--- src/rtl/mpnh_pkg.sv ---
// ----------------------------------------------------------------------------
// mpnh_pkg
// shared types and constants of the multiprecision number hash
// ----------------------------------------------------------------------------
package mpnh_pkg;

  localparam int LIMB_BITS  = 64;
  localparam int HASH_W     = 64;
  localparam int MAX_LIMBS  = 65536;
  localparam int CNT_W      = $clog2(MAX_LIMBS + 1);
  localparam int LIMB_SHIFT = $clog2(LIMB_BITS);
  localparam int RAT_ROT    = (HASH_W / 5) + 2;
  localparam int EXP_W      = 64;
  localparam int DIFF_W     = 66;
  localparam int DIGIT_W    = 6;
  localparam int DIGITS     = DIFF_W / DIGIT_W;
  localparam int DIGITS_LO  = 6;

  localparam int QDEPTH = 4;
  localparam int QPTR_W = $clog2(QDEPTH);
  localparam int QCNT_W = $clog2(QDEPTH + 1);

  localparam logic [1:0] KIND_INT   = 2'd0;
  localparam logic [1:0] KIND_RAT   = 2'd1;
  localparam logic [1:0] KIND_FLOAT = 2'd2;
  localparam logic [1:0] KIND_SPARE = 2'd3;

  localparam logic [1:0] CLS_FINITE = 2'd0;
  localparam logic [1:0] CLS_ZERO   = 2'd1;
  localparam logic [1:0] CLS_INF    = 2'd2;
  localparam logic [1:0] CLS_NAN    = 2'd3;

  localparam logic [HASH_W-1:0] INF_HASH = HASH_W'(314159);

  typedef struct packed {
    logic [1:0] kind;
    logic       den;
    logic       inl;
    logic       last;
    logic       neg;
    logic [1:0] fclass;
  } tag_t;

  typedef struct packed {
    tag_t                  tag;
    logic [LIMB_BITS-1:0]  value;
    logic [EXP_W-1:0]      exponent;
    logic [CNT_W-1:0]      count;
  } job_t;

endpackage

--- src/rtl/multiprecision_number_hash.sv ---
// ----------------------------------------------------------------------------
// multiprecision_number_hash
// hashes integers, rationals and binary floats streamed as 64-bit limbs
// ----------------------------------------------------------------------------
//  channel | dir | payload
//  in_     | in  | tdata: limb, exponent; tuser: req_type, part, inline_value,
//          |     |   negative, float_class, last_of_part; tlast: last
//  out_    | out | tdata: hash_value
//
//  one limb per cycle while the queue is not full; the sum is one end-around add
//  a result passes the queue, back stages a, b and c and the output register
//  part ends go through a four-entry queue and a three-stage back pipeline
//  out_tready low stalls the back; in_tready drops only when the queue is full
//  reset clears the sums, counts, queue and numerator hash at once
// ----------------------------------------------------------------------------
module multiprecision_number_hash (
  input  logic         clk,
  input  logic         rst_n,
  input  logic         in_tvalid,
  output logic         in_tready,
  input  logic [127:0] in_tdata,   // limb, exponent
  input  logic [7:0]   in_tuser,   // req_type, part, inline_value, negative,
                                   // float_class, last_of_part
  input  logic         in_tlast,
  output logic         out_tvalid,
  input  logic         out_tready,
  output logic [63:0]  out_tdata   // hash_value
);

  logic           q_full;
  logic           push;
  mpnh_pkg::job_t entry;
  logic           pop;
  logic           head_valid;
  mpnh_pkg::job_t head;

  mpnh_front u_front (
    .clk       (clk),
    .rst_n     (rst_n),
    .in_tvalid (in_tvalid),
    .in_tready (in_tready),
    .in_tdata  (in_tdata),
    .in_tuser  (in_tuser),
    .in_tlast  (in_tlast),
    .q_full    (q_full),
    .push      (push),
    .entry     (entry)
  );

  mpnh_queue u_queue (
    .clk        (clk),
    .rst_n      (rst_n),
    .push       (push),
    .push_data  (entry),
    .full       (q_full),
    .pop        (pop),
    .head_valid (head_valid),
    .head       (head)
  );

  mpnh_back u_back (
    .clk        (clk),
    .rst_n      (rst_n),
    .head_valid (head_valid),
    .head       (head),
    .pop        (pop),
    .out_tvalid (out_tvalid),
    .out_tready (out_tready),
    .out_tdata  (out_tdata)
  );

endmodule

--- src/rtl/mpnh_front.sv ---
// ----------------------------------------------------------------------------
// mpnh_front
// accepts limbs, folds them into the running end-around sum, queues part ends
// ----------------------------------------------------------------------------
module mpnh_front (
  input  logic                clk,
  input  logic                rst_n,
  input  logic                in_tvalid,
  output logic                in_tready,
  input  logic [127:0]        in_tdata,  // limb, exponent
  input  logic [7:0]          in_tuser,  // req_type, part, inline_value, negative,
                                         // float_class, last_of_part
  input  logic                in_tlast,
  input  logic                q_full,
  output logic                push,
  output mpnh_pkg::job_t      entry
);

  logic [mpnh_pkg::LIMB_BITS-1:0] sum_r, sum_nxt;
  logic [mpnh_pkg::CNT_W-1:0]     count_r, count_nxt;
  logic [1:0]                     kind;
  logic                           inl;
  logic                           end_part;
  logic                           accept;
  logic [mpnh_pkg::LIMB_BITS:0]   raw;
  logic [mpnh_pkg::LIMB_BITS-1:0] folded;
  logic [mpnh_pkg::LIMB_BITS-1:0] limb;

  assign limb      = in_tdata[63:0];
  assign kind      = (in_tuser[1:0] == mpnh_pkg::KIND_SPARE) ? mpnh_pkg::KIND_INT
                                                             : in_tuser[1:0];
  assign inl       = in_tuser[3] && (kind != mpnh_pkg::KIND_FLOAT);
  assign end_part  = in_tuser[7] || in_tlast || inl;
  assign in_tready = !q_full;
  assign accept    = in_tvalid && in_tready;
  assign push      = accept && end_part;

  always_comb begin
    raw    = {1'b0, sum_r} + {1'b0, limb};
    folded = raw[mpnh_pkg::LIMB_BITS-1:0] + {{(mpnh_pkg::LIMB_BITS-1){1'b0}},
                                            raw[mpnh_pkg::LIMB_BITS]};
    if (inl) begin
      sum_nxt   = sum_r;
      count_nxt = count_r;
    end else begin
      sum_nxt   = folded;
      count_nxt = (count_r < mpnh_pkg::CNT_W'(mpnh_pkg::MAX_LIMBS)) ?
                  count_r + mpnh_pkg::CNT_W'(1) : count_r;
    end
  end

  always_comb begin
    entry.tag.kind   = kind;
    entry.tag.den    = in_tuser[2];
    entry.tag.inl    = inl;
    entry.tag.last   = in_tlast;
    entry.tag.neg    = in_tuser[4];
    entry.tag.fclass = in_tuser[6:5];
    entry.value      = inl ? limb : folded;
    entry.exponent   = in_tdata[127:64];
    entry.count      = count_nxt;
  end

  always_ff @(posedge clk) begin
    if (!rst_n) begin
      sum_r   <= '0;
      count_r <= '0;
    end else if (accept) begin
      if (end_part) begin
        sum_r   <= '0;
        count_r <= '0;
      end else begin
        sum_r   <= sum_nxt;
        count_r <= count_nxt;
      end
    end
  end

`ifndef SYNTHESIS
  a_part_clears: assert property (@(posedge clk) disable iff (!rst_n)
    push |=> (sum_r == '0) && (count_r == '0))
    else $error("accumulator not cleared after part end");
`endif

endmodule

--- src/rtl/mpnh_queue.sv ---
// ----------------------------------------------------------------------------
// mpnh_queue
// short queue of part-end jobs between the front and the back
// ----------------------------------------------------------------------------
module mpnh_queue (
  input  logic           clk,
  input  logic           rst_n,
  input  logic           push,
  input  mpnh_pkg::job_t push_data,
  output logic           full,
  input  logic           pop,
  output logic           head_valid,
  output mpnh_pkg::job_t head
);

  mpnh_pkg::job_t                 store_r [mpnh_pkg::QDEPTH];
  logic [mpnh_pkg::QPTR_W-1:0]    wr_ptr_r, rd_ptr_r;
  logic [mpnh_pkg::QCNT_W-1:0]    count_r, count_nxt;

  assign full       = (count_r == mpnh_pkg::QCNT_W'(mpnh_pkg::QDEPTH));
  assign head_valid = (count_r != '0);
  assign head       = store_r[rd_ptr_r];

  always_comb begin
    count_nxt = count_r;
    if (push && !pop) begin
      count_nxt = count_r + mpnh_pkg::QCNT_W'(1);
    end else if (pop && !push) begin
      count_nxt = count_r - mpnh_pkg::QCNT_W'(1);
    end
  end

  always_ff @(posedge clk) begin
    if (push) begin
      store_r[wr_ptr_r] <= push_data;
    end
  end

  always_ff @(posedge clk) begin
    if (!rst_n) begin
      wr_ptr_r <= '0;
      rd_ptr_r <= '0;
      count_r  <= '0;
    end else begin
      if (push) begin
        wr_ptr_r <= wr_ptr_r + mpnh_pkg::QPTR_W'(1);
      end
      if (pop) begin
        rd_ptr_r <= rd_ptr_r + mpnh_pkg::QPTR_W'(1);
      end
      count_r <= count_nxt;
    end
  end

`ifndef SYNTHESIS
  a_no_overflow: assert property (@(posedge clk) disable iff (!rst_n)
    push |-> !full || pop)
    else $error("queue written while full");
  a_no_underflow: assert property (@(posedge clk) disable iff (!rst_n)
    pop |-> count_r != '0)
    else $error("queue read while empty");
`endif

endmodule

--- src/rtl/mpnh_back.sv ---
// ----------------------------------------------------------------------------
// mpnh_back
// pipeline forming part hashes, float rotation and the rational combine
// ----------------------------------------------------------------------------
module mpnh_back (
  input  logic                         clk,
  input  logic                         rst_n,
  input  logic                         head_valid,
  input  mpnh_pkg::job_t               head,
  output logic                         pop,
  output logic                         out_tvalid,
  input  logic                         out_tready,
  output logic [mpnh_pkg::HASH_W-1:0]  out_tdata  // hash_value
);

  localparam int HB = mpnh_pkg::HASH_W;
  localparam logic [HB-1:0] ALL_ONES = '1;

  function automatic logic [HB-1:0] rotl(input logic [HB-1:0] x, input logic [5:0] r);
    logic [2*HB-1:0] w;
    w = {x, x} << r;
    return w[2*HB-1:HB];
  endfunction

  logic                         en;

  logic                         a_valid_r;
  mpnh_pkg::tag_t               a_tag_r;
  logic [HB-1:0]                a_val_r;
  logic [mpnh_pkg::DIFF_W-1:0]  a_diff_r, a_diff_nxt;

  logic                         b_valid_r;
  mpnh_pkg::tag_t               b_tag_r;
  logic [HB-1:0]                b_val_r;
  logic                         b_neg_r;
  logic [8:0]                   b_lo_r, b_lo_nxt;
  logic [8:0]                   b_hi_r, b_hi_nxt;

  logic                         c_valid_r;
  mpnh_pkg::tag_t               c_tag_r;
  logic [HB-1:0]                c_hv_r, c_hv_nxt;

  logic [9:0]                   dsum;
  logic [6:0]                   dfold;
  logic [6:0]                   dmod;
  logic [5:0]                   amt;

  logic [HB-1:0]                fin_neg, fin, h, num_sel, res;
  logic [HB-1:0]                num_r;
  logic                         out_valid_r;
  logic [HB-1:0]                out_data_r;

  assign en         = !out_valid_r || out_tready;
  assign pop        = head_valid && en;
  assign out_tvalid = out_valid_r;
  assign out_tdata  = out_data_r;

  // exponent minus the scaled limb count, kept wide enough to stay exact
  assign a_diff_nxt = {{(mpnh_pkg::DIFF_W-mpnh_pkg::EXP_W){head.exponent[mpnh_pkg::EXP_W-1]}},
                       head.exponent}
                    - {{(mpnh_pkg::DIFF_W-mpnh_pkg::CNT_W-mpnh_pkg::LIMB_SHIFT){1'b0}},
                       head.count, {mpnh_pkg::LIMB_SHIFT{1'b0}}};

  // six-bit digit sums, since 64 is one modulo 63
  always_comb begin
    b_lo_nxt = '0;
    b_hi_nxt = '0;
    for (int i = 0; i < mpnh_pkg::DIGITS_LO; i++) begin
      b_lo_nxt = b_lo_nxt + 9'(a_diff_r[i*mpnh_pkg::DIGIT_W +: mpnh_pkg::DIGIT_W]);
    end
    for (int i = mpnh_pkg::DIGITS_LO; i < mpnh_pkg::DIGITS; i++) begin
      b_hi_nxt = b_hi_nxt + 9'(a_diff_r[i*mpnh_pkg::DIGIT_W +: mpnh_pkg::DIGIT_W]);
    end
  end

  always_comb begin
    dsum  = 10'(b_lo_r) + 10'(b_hi_r);
    dfold = 7'(dsum[5:0]) + 7'(dsum[9:6]);
    dmod  = (dfold >= 7'd63) ? dfold - 7'd63 : dfold;
    // negative distance wraps by one step through the two's complement weight
    amt   = (b_neg_r && (dmod == 7'd0)) ? 6'd63 : dmod[5:0];
    c_hv_nxt = (b_tag_r.kind == mpnh_pkg::KIND_FLOAT) ? rotl(b_val_r, amt) : b_val_r;
  end

  always_comb begin
    fin_neg = c_tag_r.neg ? HB'(0) - c_hv_r : c_hv_r;
    fin     = (fin_neg == ALL_ONES) ? ALL_ONES - HB'(1) : fin_neg;
    case (c_tag_r.kind)
      mpnh_pkg::KIND_FLOAT: begin
        case (c_tag_r.fclass)
          mpnh_pkg::CLS_FINITE: h = fin;
          mpnh_pkg::CLS_INF:    h = c_tag_r.neg ? HB'(0) - mpnh_pkg::INF_HASH
                                                : mpnh_pkg::INF_HASH;
          mpnh_pkg::CLS_ZERO,
          mpnh_pkg::CLS_NAN:    h = '0;
          default:              h = '0;
        endcase
      end
      default: begin
        h = c_tag_r.inl ? c_hv_r : fin;
      end
    endcase
    num_sel = c_tag_r.den ? num_r : h;
    res     = (c_tag_r.kind == mpnh_pkg::KIND_RAT) ?
              num_sel ^ rotl(c_tag_r.den ? h : HB'(0), 6'(mpnh_pkg::RAT_ROT)) : h;
  end

  always_ff @(posedge clk) begin
    if (en) begin
      a_tag_r  <= head.tag;
      a_val_r  <= (!head.tag.inl && (head.value == ALL_ONES)) ? HB'(0) : head.value;
      a_diff_r <= a_diff_nxt;
      b_tag_r  <= a_tag_r;
      b_val_r  <= a_val_r;
      b_neg_r  <= a_diff_r[mpnh_pkg::DIFF_W-1];
      b_lo_r   <= b_lo_nxt;
      b_hi_r   <= b_hi_nxt;
      c_tag_r  <= b_tag_r;
      c_hv_r   <= c_hv_nxt;
      if (c_valid_r && c_tag_r.last) begin
        out_data_r <= res;
      end
    end
  end

  always_ff @(posedge clk) begin
    if (!rst_n) begin
      a_valid_r   <= 1'b0;
      b_valid_r   <= 1'b0;
      c_valid_r   <= 1'b0;
      out_valid_r <= 1'b0;
      num_r       <= '0;
    end else if (en) begin
      a_valid_r   <= head_valid;
      b_valid_r   <= a_valid_r;
      c_valid_r   <= b_valid_r;
      out_valid_r <= c_valid_r && c_tag_r.last;
      if (c_valid_r) begin
        if (c_tag_r.last) begin
          num_r <= '0;
        end else if ((c_tag_r.kind == mpnh_pkg::KIND_RAT) && !c_tag_r.den) begin
          num_r <= h;
        end
      end
    end
  end

`ifndef SYNTHESIS
  a_stall_holds: assert property (@(posedge clk) disable iff (!rst_n)
    (c_valid_r && !en) |=> c_valid_r && $stable(c_hv_r))
    else $error("pipeline stage moved during stall");
  a_last_emits: assert property (@(posedge clk) disable iff (!rst_n)
    (en && c_valid_r && c_tag_r.last) |=> out_valid_r)
    else $error("final part did not produce a result");
`endif

endmodule
--- config.mk ---
export PLATFORM = sky130hd
export DESIGN_NAME = multiprecision_number_hash
export DESIGN_NICKNAME = d
export VERILOG_FILES = /design/src/rtl/mpnh_pkg.sv /design/src/rtl/multiprecision_number_hash.sv /design/src/rtl/mpnh_front.sv /design/src/rtl/mpnh_queue.sv /design/src/rtl/mpnh_back.sv
export SDC_FILE = /design/constraint.sdc
export NUM_CORES = 2
export LEC_CHECK = 0
export BUFFER_PORTS_ARGS = -buffer_cell sky130_fd_sc_hd__clkbuf_2
export CAP_MARGIN = 20
export CORE_ASPECT_RATIO = 0.6
export CORE_UTILIZATION = 45
export CTS_CLUSTER_SIZE = 12
export DETAILED_ROUTE_END_ITERATION = 8
export GPL_TIMING_DRIVEN = 0
export MAX_ROUTING_LAYER = met4
export PLACE_DENSITY = 0.72
export SLEW_MARGIN = 20
export SYNTH_ARGS = -nofsm -noshare
export SYNTH_HDL_FRONTEND = slang
export SYNTH_SLANG_ARGS = --single-unit
export TNS_END_PERCENT = 50
--- constraint.sdc ---
create_clock -name clk -period 17 [get_ports clk]
set_input_delay 1.7 -clock clk [delete_from_list [all_inputs] [get_ports clk]]
set_output_delay 1.7 -clock clk [all_outputs]
set_load 0.1 [all_outputs]
==> flow_metrics.tcl <==
set metrics [dict create \
    syn_inst 5491 \
    slowest_delay_ns 1.02 \
    crit_type "in2reg" \
    wl_per_cell_um 35.9 \
    ys_warn_count 0 \
    synthArstFlopShare_pct 0 \
    clock.fmax_mhz 89.9 \
    io_buffers 205 \
    via_per_inst 6.75 \
    synth_area_um2 61500 \
    cts_buffers 109 \
    gp_congestion 1.09 \
    ys_seq_elements 1134 \
    final_net_count 6179 \
    synth_fp_nets 5804 \
    tightest_slew_ns 1.35 \
    grt_pass1_wl_mm 379 \
    fin_hold_ws_ns 0.409 \
    grt_max_degree 59 \
    grt-ovfl-total 0 \
    fp.dieH_um 288 \
    clock_path_buffers 3 \
    ff2ff_path_depth 25 \
    clk_latency_ns 0.78 \
    synthTopCellsByArea "edfxtp_1 48%, mux4_2 5.6%, dfxtp_1 5.1%" \
    synth-xor-area-share_pct 4.47 \
    ctsHoldBuffers 0 \
    yosys-top-cells-count "976 x edfxtp_1, 469 x nand2_1, 467 x nor2_1" \
    setup_tns_ns 0 \
    arrival_ns 11.63 \
    remaining_drc_errors 0 \
    reg2reg_from "u_front.sum_r[0]$_SDFFE_PN0P_" \
    worst_ep_required_time_ns 17.50 \
    grt_pass1_vias 47200 \
    slew_headroom_pct 10.3 \
    hp-class "reg2reg" \
    critPathLaunchType "primary input" \
    postCtsSetupRepairBufs 0 \
    status "finished, final reports clean" \
    hp-start "u_back.a_val_r[27]$_SDFFCE_PP0P_" \
    drtIter0Drc 8285 \
    synth_top_family_by_area "compound AO/OA/AOI/OAI gates" \
    finalHoldViolations 0 \
    initial_core_util_pct 45.6 \
    synth_adder_area_share_pct 3.96 \
    fp.dieW_um 479 \
    slowest_stage "a2111oi_4" \
    rsz0062_at_grt "no" \
    antenna_found_initial 32 \
    grt_use_total_pct 40.8 \
    finClkSkew_ns 0.0735 \
    synth-simple-area-share_pct 13.6 \
    hpwlAfterDp_mm 224 \
    rrSetupSlack_ns 6.59 \
    cts-root-buf "clkbuf_16" \
    synth.most_common_cell "edfxtp_1" \
    coreArea_um2 135000 \
    utilization_pct 51.4 \
    clock-sinks 1134 \
    areaGrowthSynthToFinish_pct 12.7 \
    clk_pin_slew_ns 0.06 \
    seq_area_frac_synth_pct 52.8 \
    drt_wl_total_mm 279 \
    vias 52500 \
    min_delay_path_depth 0 \
    cts.repair.resized 0 \
    final_max_slew_viol_count 0 \
    die_area_um2 138000 \
    rr_endpoint "u_queue.store_r[2][141]$_DFFE_PP_" \
    setup_viol 0 \
    synth_ff_type "edfxtp_1" \
    synth_top_area_share_pct 47.6 \
    critical_path_peak_fanout 7 \
    synth_compound_area_share_pct 14.7 \
    cp-end-kind "flip-flop" \
    ys_types 102 \
    synth.mux.area_fraction_pct 7.14 \
    ioPinCount 207 \
    timing.max_cap.violations 0 \
    period_share_pct 65.4 \
    cts_tree "yes" \
    hold_end "u_back.b_val_r[27]$_DFFE_PP_" \
    cts.htree.levels 3 \
    nFillCells 11500 \
    yosysTopAreaCell "edfxtp_1" \
    first_pass_iters 8 \
    rows 104 \
    period_minus_slack_ns 11.12 \
    drive_above_1_share_pct 12.3 \
    synth-edff-count 976 \
    ant_nets 0 \
    avgSynthCellArea_um2 11.2 \
]
[per-layer routing]
metal  wire, um  vias to the layer above  global-route usage, %
li1           -                    21500                      -
met1     132000                    26700                   64.7
met2      93800                     4021                   44.0
met3      49900                      269                   21.1
met4       3300                        0                   5.31
met5          0                        -                      -
[flip-flops by register name, summed over array words and instances, names as in the netlist, 64 cells and up, named ones only]
register          cells
u_back.a_val_r       64
u_back.b_val_r       64
u_queue.store_r     612
u_front.sum_r        64
u_back.a_diff_r      65
u_back.out_tdata     64
u_back.num_r         64
u_back.c_hv_r        64
[kinds of logic after synthesis]
kind of cell             count (synthesis)
AND/OR/NAND/NOR                       1712
flip-flops                            1134
XOR/XNOR                               312
adder cells (fa/ha/maj)                173
multiplexers                           246
AO/OA/AOI/OAI                         1386
buffers and inverters                  528
[critical path, delay by kind of cell]
| kind | cells | cell delay (ns) |
|---|---|---|
| adder cells (fa/ha/maj) | 4 | 1.15 |
| AND/OR/NAND/NOR | 8 | 4.03 |
| buffers and inverters | 3 | 0.92 |
| AO/OA/AOI/OAI | 11 | 3.77 |
[worst max-delay path by stage]
stage                      startpoint                           endpoint  slack [ns]  cells past startpoint
after global routing      in_tdata[0]  u_queue.store_r[2][141]$_DFFE_PP_        6.19                     26
final                     in_tdata[0]  u_queue.store_r[2][141]$_DFFE_PP_        5.88                     26
after global placement     out_tready    u_queue.count_r[2]$_SDFFE_PN0P_       -2.89                     10
after CTS                 in_tdata[0]  u_queue.store_r[2][141]$_DFFE_PP_        6.98                     26
after floorplan            out_tready      u_back.out_tdata[0]$_DFFE_PP_        2.41                      4
after detailed placement  in_tdata[0]  u_queue.store_r[0][141]$_DFFE_PP_        6.25                     26
[cell usage in the layout, fill, tap and decap left out, drive strengths merged, types with 141 or more instances in the layout]
cell	n
a21oi	331
clkbuf	628
dfxtp	158
edfxtp	976
inv	215
mux4	153
nand2	469
nand3	141
nor2	467
nor2b	148
o21ai	340
xnor2	177
[area by class of cell]
cell class | instances | area, um2 | area share [%]
Buffer | 315 | 1300 | 1.87
Tap cell | 1802 | 2250 | 3.25
Clock buffer | 172 | 3010 | 4.33
Antenna cell | 25 | 62.6 | 0.0902
Inverter | 213 | 800 | 1.15
Timing Repair Buffer | 264 | 1880 | 2.71
Sequential cell | 1134 | 32500 | 46.8
Clock inverter | 18 | 283 | 0.408
Multi-Input combinational cell | 3829 | 27300 | 39.4
[through the flow]
step | instance area [um2] | setup slack (ns) | cells
after floorplan | 61500 | 2.41 | 5491
after global placement | 64800 | -2.89 | 7498
after detailed placement | 65900 | 6.25 | 7553
after CTS | 69200 | 6.98 | 7743
after global routing | 69300 | 6.19 | 7764
final | 69300 | 5.88 | 7772
Power is not shown: default switching activity piles up to over one toggle a cycle in this logic, so the estimate is an artifact.
